## src/hdl/uart_cfp_pkg.sv

```systemverilog
// Shared constants and types for the UART command frame parser.
package uart_cfp_pkg;

   localparam int TALLY_ENTRIES_DEF = 40;
   localparam int REQ_W = 8;
   localparam int RSP_W = 32;

   localparam logic [7:0] BYTE_START    = 8'hF0;
   localparam logic [7:0] FUNC_CMD_ONLY = 8'h0C;
   localparam logic [7:0] FUNC_CMD_DATA = 8'h0B;
   localparam logic [7:0] BYTE_CR       = 8'h0D;
   localparam logic [7:0] BYTE_LF       = 8'h0A;

   typedef enum logic [2:0] {
      PH_IDLE,
      PH_FUNC,
      PH_BODY,
      PH_CR,
      PH_LF
   } phase_type;

   typedef struct packed {
      logic [7:0] command;
      logic [7:0] payload;
      logic       counted;
   } finish_type;

endpackage

```

## src/hdl/uart_command_frame_parser.sv

```systemverilog
// Top level: UART command frame parser with per-command frame counters.
//
// Usage:
//   req_* carries one received UART byte per transaction (req_tdata[7:0]).
//   rsp_* carries one transaction per completed frame F0, fn, cmd, [data], 0D, 0A.
//   csr_* writes frame_mode (csr_data[0]); write it only while the block is idle.
// Path: a closing 0x0A passes the input register, the counter read stage and
//   the output register before it shows on rsp_tvalid.
// Throughput: one byte per cycle while req_tready is high; the counter table is
//   read in one stage, written back in the next, bypassed on back-to-back hits.
// Reset: parser returns to idle, frame_mode is 1, all counters read as zero at
//   once through per-entry valid bits.
// Stall: while rsp_tready is low, the output register holds its transaction;
//   bytes that complete no frame keep flowing, a completing byte waits once the
//   counter stage is also full, and req_tready drops only then.
module uart_command_frame_parser #(
   parameter int TALLY_ENTRIES = uart_cfp_pkg::TALLY_ENTRIES_DEF
) (
   input  logic                           clock,
   input  logic                           reset,
   input  logic                           csr_valid,
   output logic                           csr_ready,
   input  logic [0:0]                     csr_data,    // [0] frame_mode
   input  logic                           req_tvalid,
   output logic                           req_tready,
   input  logic [uart_cfp_pkg::REQ_W-1:0] req_tdata,   // [7:0] rx_byte
   output logic                           rsp_tvalid,
   input  logic                           rsp_tready,
   output logic [uart_cfp_pkg::RSP_W-1:0] rsp_tdata    // [7:0] command, [15:8] payload,
                                                       // [23:16] command_tally, [24] counted
);

   localparam int IDX_W = (TALLY_ENTRIES > 1) ? $clog2(TALLY_ENTRIES) : 1;

   logic                     mode_ff;
   logic                     a_valid_ff;
   logic [7:0]               a_byte_ff;
   uart_cfp_pkg::phase_type  phase_ff, phase_in;
   logic [7:0]               func_ff, func_in;
   logic [7:0]               pcmd_ff, pcmd_in;
   logic [7:0]               ppay_ff, ppay_in;
   logic [7:0]               lpay_ff, lpay_in;
   logic                     a_done;
   uart_cfp_pkg::finish_type fin;

   logic                     b_valid_ff;
   uart_cfp_pkg::finish_type b_fin_ff;
   logic [7:0]               b_rd_ff;
   logic                     b_rdv_ff;
   logic [7:0]               new_tally;

   logic                     o_valid_ff;
   logic [uart_cfp_pkg::RSP_W-1:0] o_data_ff;

   logic [7:0]               tally_mem [TALLY_ENTRIES];
   logic [TALLY_ENTRIES-1:0] tally_vld_ff;

   logic a_fire, b_ready, b_fire, o_ready, req_fire;
   logic [IDX_W-1:0] a_idx, b_idx;

   assign o_ready    = !o_valid_ff || rsp_tready;
   assign b_ready    = !b_valid_ff || o_ready;
   assign b_fire     = b_valid_ff && o_ready;
   assign a_fire     = a_valid_ff && (!a_done || b_ready);
   assign req_tready = !a_valid_ff || a_fire;
   assign req_fire   = req_tvalid && req_tready;
   assign csr_ready  = 1'b1;
   assign rsp_tvalid = o_valid_ff;
   assign rsp_tdata  = o_data_ff;

   assign a_idx     = pcmd_ff[IDX_W-1:0];
   assign b_idx     = b_fin_ff.command[IDX_W-1:0];
   assign new_tally = (b_rdv_ff ? b_rd_ff : 8'd0) + 8'd1;

   // parser next state
   always_comb begin
      phase_in = phase_ff;
      if (a_byte_ff == uart_cfp_pkg::BYTE_START) begin
         phase_in = uart_cfp_pkg::PH_FUNC;
      end else begin
         unique case (phase_ff)
            uart_cfp_pkg::PH_FUNC: begin
               if (mode_ff || a_byte_ff == uart_cfp_pkg::FUNC_CMD_ONLY) begin
                  phase_in = uart_cfp_pkg::PH_BODY;
               end
            end
            uart_cfp_pkg::PH_BODY: begin
               if (!mode_ff || func_ff == uart_cfp_pkg::FUNC_CMD_ONLY) begin
                  phase_in = uart_cfp_pkg::PH_CR;
               end else if (func_ff == uart_cfp_pkg::FUNC_CMD_DATA && pcmd_ff != 8'd0) begin
                  phase_in = uart_cfp_pkg::PH_CR;
               end
            end
            uart_cfp_pkg::PH_CR: begin
               if (a_byte_ff == uart_cfp_pkg::BYTE_CR) begin
                  phase_in = uart_cfp_pkg::PH_LF;
               end
            end
            uart_cfp_pkg::PH_LF: begin
               if (a_byte_ff == uart_cfp_pkg::BYTE_LF) begin
                  phase_in = uart_cfp_pkg::PH_IDLE;
               end
            end
            default: phase_in = phase_ff;
         endcase
      end
   end

   // parser outputs and data updates
   always_comb begin
      func_in     = func_ff;
      pcmd_in     = pcmd_ff;
      ppay_in     = ppay_ff;
      lpay_in     = lpay_ff;
      a_done      = 1'b0;
      fin.command = pcmd_ff;
      fin.payload = mode_ff ? ppay_ff : lpay_ff;
      fin.counted = ({1'b0, pcmd_ff} < 9'(TALLY_ENTRIES));
      if (a_byte_ff != uart_cfp_pkg::BYTE_START) begin
         unique case (phase_ff)
            uart_cfp_pkg::PH_FUNC: begin
               if (mode_ff) begin
                  func_in = a_byte_ff;
               end
            end
            uart_cfp_pkg::PH_BODY: begin
               if (!mode_ff || func_ff == uart_cfp_pkg::FUNC_CMD_ONLY) begin
                  pcmd_in = a_byte_ff;
               end else if (func_ff == uart_cfp_pkg::FUNC_CMD_DATA) begin
                  if (pcmd_ff == 8'd0) begin
                     pcmd_in = a_byte_ff;
                  end else begin
                     ppay_in = a_byte_ff;
                  end
               end
            end
            uart_cfp_pkg::PH_LF: begin
               if (a_byte_ff == uart_cfp_pkg::BYTE_LF) begin
                  a_done = 1'b1;
                  if (mode_ff) begin
                     lpay_in = ppay_ff;
                     pcmd_in = 8'd0;
                     ppay_in = 8'd0;
                  end
               end
            end
            default: a_done = 1'b0;
         endcase
      end
   end

   always_ff @(posedge clock) begin
      if (reset) begin
         mode_ff      <= 1'b1;
         a_valid_ff   <= 1'b0;
         phase_ff     <= uart_cfp_pkg::PH_IDLE;
         func_ff      <= 8'd0;
         pcmd_ff      <= 8'd0;
         ppay_ff      <= 8'd0;
         lpay_ff      <= 8'd0;
         b_valid_ff   <= 1'b0;
         o_valid_ff   <= 1'b0;
         tally_vld_ff <= '0;
      end else begin
         if (csr_valid) begin
            mode_ff <= csr_data[0];
         end
         if (req_fire) begin
            a_valid_ff <= 1'b1;
         end else if (a_fire) begin
            a_valid_ff <= 1'b0;
         end
         if (a_fire) begin
            phase_ff <= phase_in;
            func_ff  <= func_in;
            pcmd_ff  <= pcmd_in;
            ppay_ff  <= ppay_in;
            lpay_ff  <= lpay_in;
         end
         if (b_ready) begin
            b_valid_ff <= a_fire && a_done;
         end
         if (o_ready) begin
            o_valid_ff <= b_valid_ff;
         end
         if (b_fire && b_fin_ff.counted) begin
            tally_vld_ff[b_idx] <= 1'b1;
         end
      end
   end

   always_ff @(posedge clock) begin
      if (req_fire) begin
         a_byte_ff <= req_tdata;
      end
      if (a_fire && a_done) begin
         b_fin_ff <= fin;
         if (b_fire && b_fin_ff.counted && b_idx == a_idx) begin
            b_rd_ff  <= new_tally;
            b_rdv_ff <= 1'b1;
         end else if (fin.counted) begin
            b_rd_ff  <= tally_mem[a_idx];
            b_rdv_ff <= tally_vld_ff[a_idx];
         end else begin
            b_rd_ff  <= 8'd0;
            b_rdv_ff <= 1'b0;
         end
      end
      if (b_fire) begin
         if (b_fin_ff.counted) begin
            tally_mem[b_idx] <= new_tally;
         end
         o_data_ff <= {7'd0, b_fin_ff.counted,
                       b_fin_ff.counted ? new_tally : 8'd0,
                       b_fin_ff.payload, b_fin_ff.command};
      end
   end

endmodule

```

## config.mk

```make
export PLATFORM = sky130hd
export DESIGN_NAME = uart_command_frame_parser
export DESIGN_NICKNAME = d
export VERILOG_FILES = /design/src/hdl/uart_cfp_pkg.sv /design/src/hdl/uart_command_frame_parser.sv
export SDC_FILE = /design/constraint.sdc
export NUM_CORES = 1
export LEC_CHECK = 0
export ABC_AREA = 0
export ABC_CLOCK_PERIOD_IN_PS = 3700
export BUFFER_PORTS_ARGS = -buffer_cell sky130_fd_sc_hd__buf_2
export CORE_MARGIN = 1
export CORE_UTILIZATION = 35
export DETAILED_ROUTE_END_ITERATION = 8
export GPL_TIMING_DRIVEN = 0
export PLACE_DENSITY = 0.48
export SYNTH_ARGS = -nofsm -noshare
export SYNTH_HDL_FRONTEND = slang
export SYNTH_SLANG_ARGS = --single-unit
```

## constraint.sdc

```tcl
create_clock -name clock -period 3.7 [get_ports clock]
set_clock_uncertainty 0.05 [all_clocks]
set_input_delay 0 -clock clock [delete_from_list [all_inputs] [get_ports clock]]
set_output_delay 0 -clock clock [all_outputs]
set_load 0.03 [all_outputs]
```

After elaboration in Yosys (flattened, before gate mapping) --
Memory sizes are Yosys's and may differ from the RTL's. A register that Yosys moved wholly into a read port is not among the register bits. Index checks and enable logic that the tools add are counted.
Cells by class: equal/unequal tests 23, $lt $le $gt $ge 4, reduce and logical (&&, ||, !) cells 29, $add $sub $neg 1, bitwise operators 1, mux-type cells 36
Operators by type and width (count):
- $mux W8 | 12
- $eq A8 B4 Y1 const B | 5
- $or A40 B40 Y40 | 1
- $pmux W8 S2 | 2
- $mux W3 | 6
- $ne A3 B3 Y1 const B | 5
- $lt A6 B7 Y1 const B | 2
- $mux W6 | 2
- $pmux W3 S4 | 1
- $mux W1 | 11
- $ne A2 B2 Y1 const B | 5
- $add A8 B1 Y8 const B | 1
- $eq A8 B8 Y1 const B | 1
- $logic_and A1 B1 Y1 | 8
- $logic_not A8 Y1 | 1
- $lt A8 B6 Y1 const B | 1
- $ne A8 B8 Y1 const B | 1
- $reduce_and A4 Y1 | 2
- $reduce_and A8 Y1 | 1
- $reduce_bool A8 Y1 | 1
- $reduce_and A7 Y1 | 1
- $bmux W1 S6 | 1
- $demux W1 S6 | 1
- $eq A3 B2 Y1 const B | 2
- 10 further kinds | 20
Storage, ports and cells: input bits 14, memory bits (writable) 320, output and inout bits 35, bits in registers 138, memories 1
Memory list:
- tally_mem | words 40, width 8, rd ports 1, clocked after Yosys merged registers in 1, wr ports 1, line uart_command_frame_parser.sv:55 | logic [7:0] tally_mem [TALLY_ENTRIES];

Logic depth before layout (Yosys ltp) --
Gate-level depths: netlist (run 1).
word-level depth 10, gate-level depth with buffers 8, mapped depth without buffers 8

Worst setup path after synthesis (run 1) --
OpenSTA, ideal clock, no wires.
kind flip-flop to flip-flop, start register b_rdv_ff, end memory tally_mem[0][2], data pin, setup time 0.444 ns, slack 0.516 ns, required time 3.206 ns, clock period less this slack 3.184 ns, stages on the path, launching flop included 5, arrival time 2.690 ns, cells stage by stage edfxtp_1 > nand2_1 > inv_1 > ha_1 > xnor2_1
On the way: cells in the longest elaborated chain, start to end 2
Ends and longest elaborated chain:
- from (decl) | line uart_command_frame_parser.sv:49 | logic b_rdv_ff;
- from (signal assigned) | line uart_command_frame_parser.sv:203 | b_rdv_ff <= tally_vld_ff[a_idx];
- $mux W8 | line uart_command_frame_parser.sv:73 | assign new_tally = (b_rdv_ff ? b_rd_ff : 8'd0) + 8'd1;
- $add A8 B1 Y8 | line uart_command_frame_parser.sv:73
- via new_tally[2] | line uart_command_frame_parser.sv:50 | logic [7:0] new_tally;
- to (decl) | line uart_command_frame_parser.sv:55
The timed path passes the listed nets, and every way through them passes these cells.

==> results of run 1 <==
==> cell usage in the layout (no fill, tap or decap), types with 10 or more instances in the layout <==
| master | n |
|---|---|
| a21oi_1 | 10 |
| buf_2 | 43 |
| inv_1 | 11 |
| nand2_1 | 42 |
| clkbuf_16 | 51 |
| nor2_1 | 74 |
| mux4_2 | 106 |
| dlygate4sd3_1 | 13 |
| mux2i_1 | 40 |
| o21a_1 | 40 |
| xnor2_1 | 10 |
| edfxtp_1 | 379 |
| clkbuf_1 | 35 |
| nand3_1 | 11 |
| dfxtp_1 | 84 |
| clkinv_1 | 13 |
==> cell type report <==
type / instances / area, sq um / share of cell area, %
Antenna cell: 1 / 2.50 / 0.0120
Buffer: 53 / 280 / 1.34
Clock buffer: 62 / 1330 / 6.34
Clock inverter: 24 / 165 / 0.789
Inverter: 12 / 45.0 / 0.215
Multi-Input combinational cell: 472 / 4750 / 22.7
Sequential cell: 464 / 13100 / 62.5
Tap cell: 672 / 841 / 4.02
Timing Repair Buffer: 58 / 442 / 2.11
==> power by group through the flow <==
stage / Combinational (uW) / Clock [uW] / Sequential (uW)
3_5_place_dp: 72.7 / 0 / 5700
5_1_grt: 90.3 / 4940 / 5590
2_1_floorplan: 49.6 / 0 / 5690
4_1_cts: 83.4 / 4750 / 5590
3_3_place_gp: 71.8 / 0 / 5700
6_report: 83.1 / 4630 / 5590
==> worst max-delay path: cells and delay by family, from the launching register on <==
family	cells	cell delay (ps)
buffers and inverters	2	1230
AOI/OAI and AO/OA	2	630
DFF	1	370
muxes	2	970
==> flip-flops by register name (all words and copies together) (netlist names), 8 cells and up, named ones only <==
| register | count |
|---|---|
| pcmd_ff | 8 |
| tally_vld_ff | 40 |
| b_fin_ff | 17 |
| lpay_ff | 8 |
| rsp_tdata | 25 |
| tally_mem | 320 |
| func_ff | 8 |
| a_byte_ff | 8 |
| b_rd_ff | 8 |
| ppay_ff | 8 |
==> worst max-delay path by stage <==
| stage | slack (ps) | cells past startpoint | startpoint | endpoint |
|---|---|---|---|---|
| floorplan | 520 | 4 | b_rdv_ff$_SDFFCE_PP1P_ | tally_mem[0][2]$_DFFE_PP_ |
| global placement | -2070 | 4 | b_rdv_ff$_SDFFCE_PP1P_ | tally_mem[1][2]$_DFFE_PP_ |
| detailed placement | -530 | 7 | flip-flop | b_rd_ff[6]$_DFFE_PP_ |
| CTS | 110 | 6 | flip-flop | b_rd_ff[2]$_DFFE_PP_ |
| global route | 50 | 6 | flip-flop | b_rd_ff[3]$_DFFE_PP_ |
| finish | 190 | 6 | flip-flop | b_rd_ff[6]$_DFFE_PP_ |
==> layer usage <==
metal  vias to the layer above  routed length (microns)  global-route usage (%)
li1                       4177                        -                       -
met1                      4850                    20000                    23.3
met2                       165                    20600                    26.7
met3                        69                     1620                    3.06
met4                         0                     1240                    5.48
met5                         -                        0                       0
==> logic make-up (layout without fill, tap and decap cells) <==
kind of cell	after synthesis	count (layout)	share of synthesized area, %
other	2	9	0.0415
muxes	155	155	16.0
adders and majority gates	1	1	0.0692
and+or+nand+nor	199	199	5.37
AOI/OAI and AO/OA	97	97	3.94
xor gates and xnor gates	12	12	0.581
buffers and inverters	66	209	1.72
DFF	464	464	72.3
==> metrics by stage <==
step	power (uW)	util (%)	TNS (ps)	setup slack [ps]	instances
after floorplan	5740	-	0	516	1002
after global placement	5770	37.9	-168500	-2070	1713
after detailed placement	5770	38.1	-2550	-535	1719
after CTS	10400	41.4	0	112	1817
after global routing	10600	41.4	0	53.6	1817
final	10300	41.4	0	190	1818
==> repair_timing <==
action | CTS | global route
gates resized for setup | 8 | 0
hold buffers | 13 | 0
hold endpoints to repair | 23 | 0
endpoints found under the setup margin | 8 | 0
==> out/results.tsv, run 1 <==
stage	metric	value	unit
setup_path	r2r_setup_slack	190	ps
synth	syn_inst	996	
final_layout	syn_to_final_growth	15.7	%
place	place_area	19300	sq um
clock_tree	h-tree-depth	2	
min_path	hold_path_startpoint	req_tdata[5]	
floorplan	initial_core_util	35.8	%
place	dp_hpwl	28400	microns
synth	synth_commonest_cells	379 x edfxtp_1, 106 x mux4_2, 85 x dfxtp_1	
final_layout	drive_gt1_share	23.1	%
flow_run	cap_violations	0	
sta	setup_viol	0	
setup_path	worstSetupEndpointType	flip-flop	
synth	ys_seq_elements	464	
clock_tree	cts.clk_slew.worst_paths	60	ps
floorplan	fp.dieW	229	microns
floorplan	rows	82	
pwr	p_clk_share	44.9	%
synth	synth_ff_type	edfxtp_1	
sta	report.final.slew_viol_count	0	
grt	grt_max_degree	43	
grt	grt_pass1_wl	64400	microns
grt	grt_antenna_before_repair	0	
setup_path	crit_type	reg2reg	
setup_path	crit_slowest_cell	clkbuf_1	
clock_tree	cts_max_path_buffers	3	
floorplan	core	50600	sq um
pwr	seqPwrFrac	54.3	%
clock_tree	cts_root_buffer	clkbuf_16	
synth	yosysSeqAreaShare	72.3	%
sta	period_needed	3510	ps
clock_tree	cts_setup_buffers	0	
min_path	hold_class	in2reg	
pwr	power.switching	2030	uW
clock_tree	cts.sinks	464	
pwr	combPwrFrac	0.8	%
grt	grtUsageTotal	16.8	%
drt	wl_per_cell	23.9	microns
pwr	max-vdd-ir-drop	292	uV
place	gp_congestion	0.783	
drt	first_pass_iters	4	
setup_path	worstPathArrival	3770	ps
floorplan	fp.dieH	229	microns
synth	synthTopCellsByArea	edfxtp_1 63%, mux4_2 13%, dfxtp_1 9.4%	
pwr	switching_share	19.7	%
final_layout	design_area	20900	sq um
sta	fin_crit_sh	94.9	%
final_layout	nFillCells	4546	
sta	holdWs	88.1	ps
drt	drtIter0Drc	622	
synth	synth.top_cell.area_share	62.9	%
setup_path	required	3960	ps
drt	routed_wl	43400	microns
clock_tree	clock_latency	580	ps
synth	ys_warn_count	0	
setup_path	reg2reg_depth	6	
drt	vias	9261	
setup_path	worstPathCellList	clkbuf_1 -> clkbuf_1 -> mux4_2 -> mux4_2 -> a211oi_1 -> o2bb2ai_1	
sta	tightest_slew	1250	ps
pwr	p_leak	0.00677	uW
clock_tree	cts_buffers	50	
sta	rsz0062_at_grt	false	
sta	fmax	285	MHz
min_path	hold_end	a_byte_ff[5]$_DFFE_PP_	
place	portBuffers	39	
run_status	status	completed	
synth	synthesis.area	18100	sq um
synth	async_reset_ff_share	0	%
setup_path	critPathMaxFanout	10	
grt	grt_pass1_vias	9583	
setup_path	critPathLaunchType	flip-flop	
synth	synth.avg_cell_area	18.2	sq um
drt	drtAntennaViolNets	0	
setup_path	r2r-end	b_rd_ff[6]$_DFFE_PP_	
sta	slew_headroom	16.1	%
min_path	hold_depth	2	
grt	overflow	0	
clock_tree	cts_tree	done	
pwr	p_int	8270	uW
sta	hold_violations	0	
drt	drc	0	
drt	viasPerCell	5.09	
synth	synth_edf_count	379	
floorplan	ios	49	
synth	yosysMostFrequentCell	edfxtp_1	
pwr	power.density	492	nW/um^2
synth	yosysTopAreaCell	edfxtp_1	
floorplan	dieArea	52600	sq um
setup_path	cp_slowest_stage_delay	680	ps
final_layout	final_nets	1126	
synth	synth_cell_type_count	55	
Note: power is estimated with default switching activity, not from simulation.
==> run 2: changes to the inputs <==
- CORE_ASPECT_RATIO: not set -> 1.75
- MAX_ROUTING_LAYER: not set -> met4
- SETUP_SLACK_MARGIN: not set -> 0.2
==> run 2 against run 1 <==
Clock power is 6.5% lower. Cell count shrank 0.83%. Sequential cell count unchanged. Largest cell class unchanged. Highest routed layer unchanged.
==> out/results.tsv, run 2 (synthesis results as in run 1) <==
stage	metric	value	unit	change
run_status	status	completed		
floorplan	dieArea	52600	sq um	about the same
floorplan	rows	109		+33%
final_layout	multi_input_area	4770	sq um	+0.34%
clock_tree	cts_buffers	43		-14%
drt	wl_per_cell	25.4	microns	+6.5%
drt	first_pass_iters	4		unchanged
grt	overflow	0		unchanged
place	portBuffers	39		unchanged
final_layout	drive_gt1_share	23.7	%	+0.60 points
final_layout	seqCellArea	13100	sq um	about the same
clock_tree	cts_tree	done		
clock_tree	cts.clk_slew.worst_paths	70	ps	about the same
final_layout	final_common_cell	edfxtp_1		
final_layout	syn_to_final_growth	14.7	%	
final_layout	diodes	0		-1
floorplan	fp.dieW	174	microns	-24%
setup_path	worstPathArrival	3580	ps	-190 ps
clock_tree	cts_max_path_buffers	3		unchanged
final_layout	layout_common_cells	379 x edfxtp_1, 106 x mux4_2, 85 x dfxtp_1		
final_layout	nFillCells	4604		+1.3%
clock_tree	cts_root_buffer	clkbuf_16		
sta	slew_headroom	9.69	%	-6.4 points
clock_tree	cts.sinks	464		unchanged
sta	fin_crit_sh	93.7	%	-1.2 points
flow_run	cap_violations	0		unchanged
final_layout	regMostFlops	tally_mem		
sta	setup_viol	0		unchanged
drt	drtAntennaViolNets	0		unchanged
place	dp_hpwl	31600	microns	+11%
sta	tightest_slew	1350	ps	+95.8 ps
min_path	hold_class	in2reg		
floorplan	initial_core_util	35.7	%	-0.11 points
sta	period_needed	3470	ps	-44.6 ps
final_layout	largest_reg_flops	320		unchanged
sta	fmax	289	MHz	+1.3%
grt	grtUsageTotal	18.4	%	+1.7 points
final_layout	final_util	40.9	%	-0.51 points
sta	hold_violations	0		unchanged
drt	drc	0		unchanged
grt	grt_max_degree	43		unchanged
grt	grt_pass1_vias	10000		+4.6%
floorplan	ios	49		unchanged
sta	setup-tns-final	0	ps	unchanged
drt	drtIter0Drc	706		+14%
final_layout	design_area	20700	sq um	-0.93%
sta	holdWs	107	ps	+19.0 ps
pwr	power.density	482	nW/um^2	-2.0%
clock_tree	h-tree-depth	2		unchanged
drt	vias	9324		+0.68%
pwr	p_leak	0.00668	uW	-1.3%
grt	grt_pass1_wl	67200	microns	+4.4%
setup_path	critPathMaxFanout	9		-1
pwr	total_power	10000	uW	-2.9%
setup_path	crit_type	reg2reg		
grt	grt_antenna_before_repair	0		unchanged
setup_path	worstSetupEndpointType	flip-flop		
pwr	max-vdd-ir-drop	324	uV	+11%
floorplan	core	50700	sq um	+0.30%
clock_tree	cts_setup_buffers	0		unchanged
setup_path	critPathLaunchType	flip-flop		
setup_path	required	3810	ps	-150 ps
place	gp_congestion	0.786		+0.38%
sta	report.final.slew_viol_count	0		unchanged
final_layout	final_nets	1118		-0.71%
drt	viasPerCell	5.17		+1.5%
sta	rsz0062_at_grt	true		
clock_tree	clock_latency	560	ps	-20 ps
place	place_area	19200	sq um	-0.36%
floorplan	fp.dieH	303	microns	+32%
drt	routed_wl	45800	microns	+5.6%
[run 2: critical path, cell delays in order (launching register included)]
cell      delay [ps]
edfxtp_1         700
inv_1            290
nor4_1           560
nand3_1          360
nor2_1          1100
[run 2: worst paths after layout]
| kind | slack (ps) | endpoint | depth (start not counted) | from |
|---|---|---|---|---|
| min reg2reg | 370 | rsp_tdata[6]$_DFFE_PP_ | 0 | b_fin_ff[15]$_DFFE_PP_ |
| min | 110 | a_byte_ff[4]$_DFFE_PP_ | 2 | req_tdata[4] |
| max reg2reg | 230 | tally_mem[31][1]$_DFFE_PP_ | 4 | b_fin_ff[0]$_DFFE_PP_ |
| max | 230 | tally_mem[31][1]$_DFFE_PP_ | 4 | b_fin_ff[0]$_DFFE_PP_ |
[run 2: layout make-up]
cell class / count / area share (%)
clock inverter: 26 / 1.01
clock buffer: 53 / 5.46
sequential: 464 / 63.1
timing repair buffer: 55 / 1.81
multi-input combinational: 472 / 23.0
timing repair inverter: 1 / 0.0362
buffer: 54 / 1.38
tap: 666 / 4.02
inverter: 12 / 0.235
[run 2: metrics by stage]
stage               cells  setup WS, ps
floorplan            1002           516
global placement     1707         -1900
detailed placement   1710          -364
CTS                  1803           213
global route         1803          77.9
finish               1803           234
[run 2: timing repair]
item                                    CTS  global route
hold buffers                             13             0
gates resized for setup                  14             5
endpoints found under the setup margin  155            99
endpoints found under the hold margin    23             0
cloned                                    1             0
[run 2: per-layer routing]
metal / wire, microns / track usage (%) / up-vias
li1: - / - / 4164
met1: 16500 / 19.0 / 4837
met2: 25600 / 35.2 / 238
met3: 1720 / 1.93 / 85
met4: 1970 / 8.02 / 0
met5: 0 / - / -
[run 2: power breakdown]
part | internal [uW] | total (uW) | switching (uW)
logic | 32.2 | 87.9 | 55.7
registers | 5570 | 5590 | 13.3
clock network | 2390 | 4330 | 1940
total | 8000 | 10000 | 2000
